### src/rtl/lpq_pkg.sv
// Package with shared types and constants for the log packet queue sender.
package lpq_pkg;

    localparam int unsigned QueueDepthDefault = 128;
    localparam int unsigned RecWords = 4;
    localparam int unsigned RecBytes = 32;
    localparam logic [7:0] MagicU = 8'h55;
    localparam logic [7:0] MagicL = 8'h4C;
    localparam logic [6:0] AddrReset = 7'h42;
    localparam logic [31:0] BackoffReset = 32'd10000;
    localparam logic [4:0] PayloadMax = 5'd16;

    typedef enum logic [1:0] {
        CFG_ENABLE = 2'd0,
        CFG_ADDRESS = 2'd1,
        CFG_BACKOFF = 2'd2
    } t_cfg_index;

    typedef enum logic [2:0] {
        ST_IDLE,
        ST_DIV,
        ST_WRITE,
        ST_READ,
        ST_SEND
    } t_state;

    typedef struct packed {
        logic start;
        logic [63:0] dividend;
    } t_div_req;

    typedef struct packed {
        logic done;
        logic [31:0] quotient;
    } t_div_rsp;

endpackage

### src/rtl/lpq_div1000.sv
// Divide-by-1000 unit that retires one 16-bit dividend digit per cycle by reciprocal multiplication.
module lpq_div1000 (
    input  logic              i_clk,
    input  logic              i_rst_n,
    input  lpq_pkg::t_div_req i_req,
    output lpq_pkg::t_div_rsp o_rsp
);
    import lpq_pkg::*;

    localparam logic [23:0] Recip125 = 24'd8589935;

    logic [63:0] r_num;
    logic [9:0]  r_rem;
    logic [15:0] r_quo;
    logic [2:0]  r_cnt;
    logic        r_busy;
    logic [25:0] part;
    logic [46:0] prod;
    logic [15:0] digit_q;
    logic [25:0] digit_x1000;
    logic [25:0] part_rem;

    assign part = {r_rem, r_num[63:48]};
    assign prod = {24'd0, part[25:3]} * {23'd0, Recip125};
    assign digit_q = prod[45:30];
    assign digit_x1000 = {digit_q, 10'd0} - {6'd0, digit_q, 4'd0} - {7'd0, digit_q, 3'd0};
    assign part_rem = part - digit_x1000;

    always_ff @(posedge i_clk) begin
        if (!i_rst_n) begin
            r_busy <= 1'b0;
            r_cnt <= '0;
        end else if (i_req.start) begin
            r_busy <= 1'b1;
            r_cnt <= 3'd4;
            r_num <= i_req.dividend;
            r_rem <= '0;
        end else if (r_busy) begin
            r_num <= {r_num[47:0], 16'd0};
            r_rem <= part_rem[9:0];
            r_quo <= digit_q;
            r_cnt <= r_cnt - 3'd1;
            if (r_cnt == 3'd1) begin
                r_busy <= 1'b0;
            end
        end
    end

    assign o_rsp.done = r_busy && (r_cnt == 3'd1);
    assign o_rsp.quotient = {r_quo, digit_q};
endmodule

### config.mk
export PLATFORM = sky130hd
export DESIGN_NAME = lpq_div1000
export DESIGN_NICKNAME = d
export VERILOG_FILES = /design/src/rtl/lpq_pkg.sv /design/src/rtl/lpq_div1000.sv
export SDC_FILE = /design/constraint.sdc
export NUM_CORES = 1
export LEC_CHECK = 0
export BUFFER_PORTS_ARGS = -buffer_cell sky130_fd_sc_hd__buf_2
export CORE_MARGIN = 2
export CORE_UTILIZATION = 47
export DETAILED_ROUTE_END_ITERATION = 7
export PLACE_DENSITY_LB_ADDON = 0.12
export SYNTH_ARGS = -nofsm -noshare
export SYNTH_HDL_FRONTEND = slang
export SYNTH_SLANG_ARGS = --single-unit
### constraint.sdc
create_clock -name i_clk -period 12.9 [get_ports i_clk]
set_input_delay 2.58 -clock i_clk [delete_from_list [all_inputs] [get_ports i_clk]]
set_output_delay 2.58 -clock i_clk [all_outputs]
set_load 0.05 [all_outputs]
# After elaboration in Yosys (flattened, before gate mapping)
# Index checks and enable logic that the tools add are counted.
dict set report totals {
  output_inout_bits 33
  input_bits 67
  wordCells 27
  ff_bits 94
}
dict set report classes {
  multipliers 1
  eq_ne 1
  add_sub_neg 4
  n_bitwise 2
  mux 8
  reduce_logical 5
}
# operator n
set op_table {}
lappend op_table {{64-bit two-way mux} 2}
lappend op_table {{23-bit by 24-bit multiplier with 46-bit output (second input constant)} 1}
lappend op_table {{10-bit subtractor} 2}
lappend op_table {{10-bit two-way mux} 1}
lappend op_table {{1-bit by 10-bit subtractor with 10-bit output (first input constant)} 1}
lappend op_table {{3-bit two-way mux} 2}
lappend op_table {{3-bit by 1-bit == test with 1-bit output (second input constant)} 1}
lappend op_table {{1-bit two-way mux} 3}
lappend op_table {{3-bit AND reduction} 1}
lappend op_table {{3-bit by 1-bit subtractor with 3-bit output (second input constant)} 1}
lappend op_table {{1-bit NOT} 2}
lappend op_table {{2-bit AND reduction} 1}
lappend op_table {{2-bit nonzero test} 1}
lappend op_table {{2-bit OR reduction} 1}
lappend op_table {{1-bit logical AND} 1}

# Logic depth before layout (Yosys ltp)
dict set report depth {
  depth_word 5
  depth_mapped 36
}

# Worst setup path before layout
# OpenSTA, ideal clock, no wires.
dict set report synth_path {
  path_kind {register to output}
  startpoint {reg r_rem[7]}
  endpoint {out o_rsp[12] (netlist bit)}
  slack_ps 4340
  path_buffers 1
  path_stages_with_launch 22
  arrival_time_ps 5980
  cell_sequence {edfxtp_1 fa_1 fa_1 inv_1 fa_1 inv_1 fa_1 fa_1 fa_1 inv_1 fa_1 inv_1 ha_1 or2_2 o21ai_0 and3_1 nor2_1 o311a_1 o31a_1 o21ai_1 o31a_1 buf_4}
}
dict set report synth_between {
  elab_chain_cells 1
}
# element line_no
set synth_lines {}
lappend synth_lines {{start, declared} lpq_div1000.sv:13} ;# logic [9:0] r_rem;
lappend synth_lines {{start signal, assigned} lpq_div1000.sv:40} ;# r_rem <= part_rem[9:0];
lappend synth_lines {{23-bit by 24-bit multiplier with 46-bit output} lpq_div1000.sv:24} ;# assign prod = {24'd0, part[25:3]} * {23'd0, Recip125};
lappend synth_lines {{end, declared} lpq_div1000.sv:6} ;# output lpq_pkg::t_div_rsp o_rsp
# Every way passes these cells.

==> impl_metrics.csv <==
group,metric,value,unit
global_routing,met1_usage,0.275,
final_layout,n_antenna_cell,0,
worst_setup_path,critPathLaunchType,"register",
clocking,cts_sinks,94,
worst_setup_path,path_depth,20,
global_routing,grt_pass1_wl,43500,um
place,place.gp.congestion,0.870,
drt,wl_per_cell,17.4,um
sta,setup_viol_count_final,0,
logic_synthesis,synth-seq-cells,94,
clocking,cts_tree,"yes",
drt,totalWireLength,26700,um
clocking,cts_root_buffer,"clkbuf_16",
global_routing,use_met3,0.0248,
logic_synthesis,avgSynthCellArea,11.2,sq um
drt,ant_nets,0,
global_routing,grt_overflow_total,0,
global_routing,antenna_found_initial,0,
clocking,cts_buffers,9,
sta,worstMarginPinSlew,0.994,ns
final_layout,area_growth,9.09,%
worst_setup_path,critPathMaxFanout,8,
sta,relSlewSlack,0.337,
clocking,post_cts_resized,0,
logic_synthesis,synth_area,12400,sq um
logic_synthesis,synthFlopType,"edfxtp_1",
logic_synthesis,syn_inst,1106,
worst_setup_path,cp-end-kind,"primary output",
clocking,cts_hold_buffers,0,
worst_setup_path,crit_type,"register to primary output",
clocking,clkTransAtPathRegs,0.07,ns
sta,setup_tns,0,ns
floorplan,pin_count,100,
worst_setup_path,cp_num_buf_inv,6,
clocking,clockBufferDepth,2,
global_routing,track_usage,0.204,
logic_synthesis,syn-num-nets,1581,
worst_setup_path,crit_required,10.32,ns
drt,via_per_inst,4.91,
floorplan,rows,59,
global_routing,grt_pass1_vias,8212,
worst_setup_path,crit_top_cell,"fa_1",
sta,fin_crit,9.83,ns
global_routing,use_met2,0.349,
floorplan,initial_core_util,0.476,
worst_setup_path,slowest_delay,0.69,ns
drt,drt_first_pass_iters,6,
clocking,insertion_delay,0.35,ns
clocking,htreeDepth,3,
worst_setup_path,r2r_cells,29,
sta,fin_crit_sh,0.762,
worst_hold_path,min_path_cells,2,
logic_synthesis,synth_cell_types,52,
clocking,post-cts-setup-buffers,0,
sta,rsz0062_at_grt,"false",
sta,slew_viol_final,0,
sta,fin_skew,0.0131,ns
sta,fmax,0.102,GHz
worst_setup_path,crit_family,"adder cells",
run_status,status,"finished, final reports clean",
worst_setup_path,worstPathArrival,7.25,ns
place,portBuffers,99,
floorplan,dieArea,27600,sq um
global_routing,grt_max_degree,76,
drt,num_vias,7515,
drt,drtIter0Drc,270,
logic_synthesis,yosysWarnings,0,
worst_hold_path,hold_path.class,"register to register",
worst_setup_path,cp_slowest_cell,"edfxtp_1",
final_layout,final_layout_size_suffix_gt1_frac,0.146,
sta,hold_viol,0,
logic_synthesis,seq_area_frac_synth,0.225,
logic_synthesis,async_flop_share,0,
floorplan,core-area,26000,sq um
job,drv_cap,0,
place,dp_hpwl,22600,um
worst_setup_path,crit_chain,"inv_1, fa_1, inv_1, fa_1, ha_1, fa_1, inv_1, fa_1, inv_1, fa_1, fa_1, ha_1, o211ai_2, nor4_1, nor2_1, o31ai_1, a21oi_1, xor2_1, inv_1, buf_2",
final_layout,nNetsFinal,1667,
logic_synthesis,synth-edff-count,90,
drt,route.detailed.drc,0,
floorplan,die_w,166,um
global_routing,grt.busiest_layer,"met2",
floorplan,die_h,166,um
## tightest hold or removal path, stage by stage (launching register included)
cell      delay (ns)
dfxtp_1         0.31
nor2_1          0.09
a211oi_1        0.05
## registers in the layout, summed over array words and instances, names as in the netlist
signal and count:
r_quo 16, r_rem 10, r_cnt 3, r_num 64, r_busy 1
## routing by layer
layer  share of wire  wire length [um]  vias up
met3           0.030               809       28
met2            0.48             12900      111
li1                -                 -     3717
met4           0.022               576        0
met5               0                 0        -
met1            0.46             12400     3659
## layout make-up
class	count	area, sq um
Clock inverter	6	118
Fill cell	2402	12500
Sequential cell	94	2780
Timing Repair Buffer	101	510
Multi-Input combinational cell	681	8290
Inverter	305	1140
Clock buffer	9	225
Tap cell	335	419
## path summary, 6_finish.rpt
check,from,to,slack [ns]
worst max-delay path,r_num[62],o_rsp[2],3.07
worst min register to register,r_cnt[1],r_cnt[1],0.49
worst max register to register,r_num[62],r_rem[9],3.85
worst min-delay path,r_cnt[1],r_cnt[1],0.49
## cells in the final DEF (no fill, tap or decap), types with 3 or more instances in the layout
cell type,instances
edfxtp_1,90
nand2_1,25
or2_2,4
o21ai_0,14
clkbuf_16,9
buf_2,99
mux2_2,48
nor2b_1,8
nor3_1,3
and2_1,18
o21ai_1,6
bufinv_16,3
fa_1,160
nand4_1,4
o21a_1,5
nor2_1,20
ha_1,248
nor4_1,3
a211oi_1,4
nand3_1,8
o31a_1,3
a21oi_1,27
inv_1,305
dfxtp_1,4
o21bai_1,3
xnor2_1,15
xor2_1,9
a21o_1,11
## cells by family after synthesis
logic type                 synth area share
DFF                                   0.225
muxes                                0.0445
AOI/OAI and AO/OA                    0.0521
xor gates and xnor gates             0.0206
buffers and inverters                 0.105
and+or+nand+nor                      0.0427
adders and majority gates             0.510
## Yosys cell counts, drive strengths merged (4+ instances only)
library cell	instances	area [sq um]
edfxtp	90	2700
xnor2	15	131
o21a	6	45.0
nor2	21	78.8
xor2	9	78.8
buf	16	120
nor2b	8	50.1
a211oi	5	42.5
o31ai	4	57.6
nand3	8	40.0
clkbuf	10	37.5
dfxtp	4	80.1
a21o	11	82.6
or2	5	31.3
nand4	4	25.0
ha	248	3100
and2	18	113
nand2	25	93.8
o21ai	20	100
mux2	48	541
a21oi	27	135
inv	305	1140
fa	160	3200
## stage by stage
stage | hold WS, ns | area [sq um] | instances | setup slack (ns) | util
detailed placement | 0.483 | 13200 | 1516 | 3.36 | 0.506
global route | 0.541 | 13500 | 1531 | 2.67 | 0.519
finish | 0.490 | 13500 | 1531 | 3.07 | 0.519
global placement | 0.488 | 13200 | 1516 | 3.36 | 0.506
floorplan | 0.471 | 12400 | 1106 | 4.34 | -
CTS | 0.492 | 13500 | 1531 | 2.97 | 0.519
Power is not shown: default switching activity piles up to over one toggle a cycle in this logic, so the estimate is an artifact.
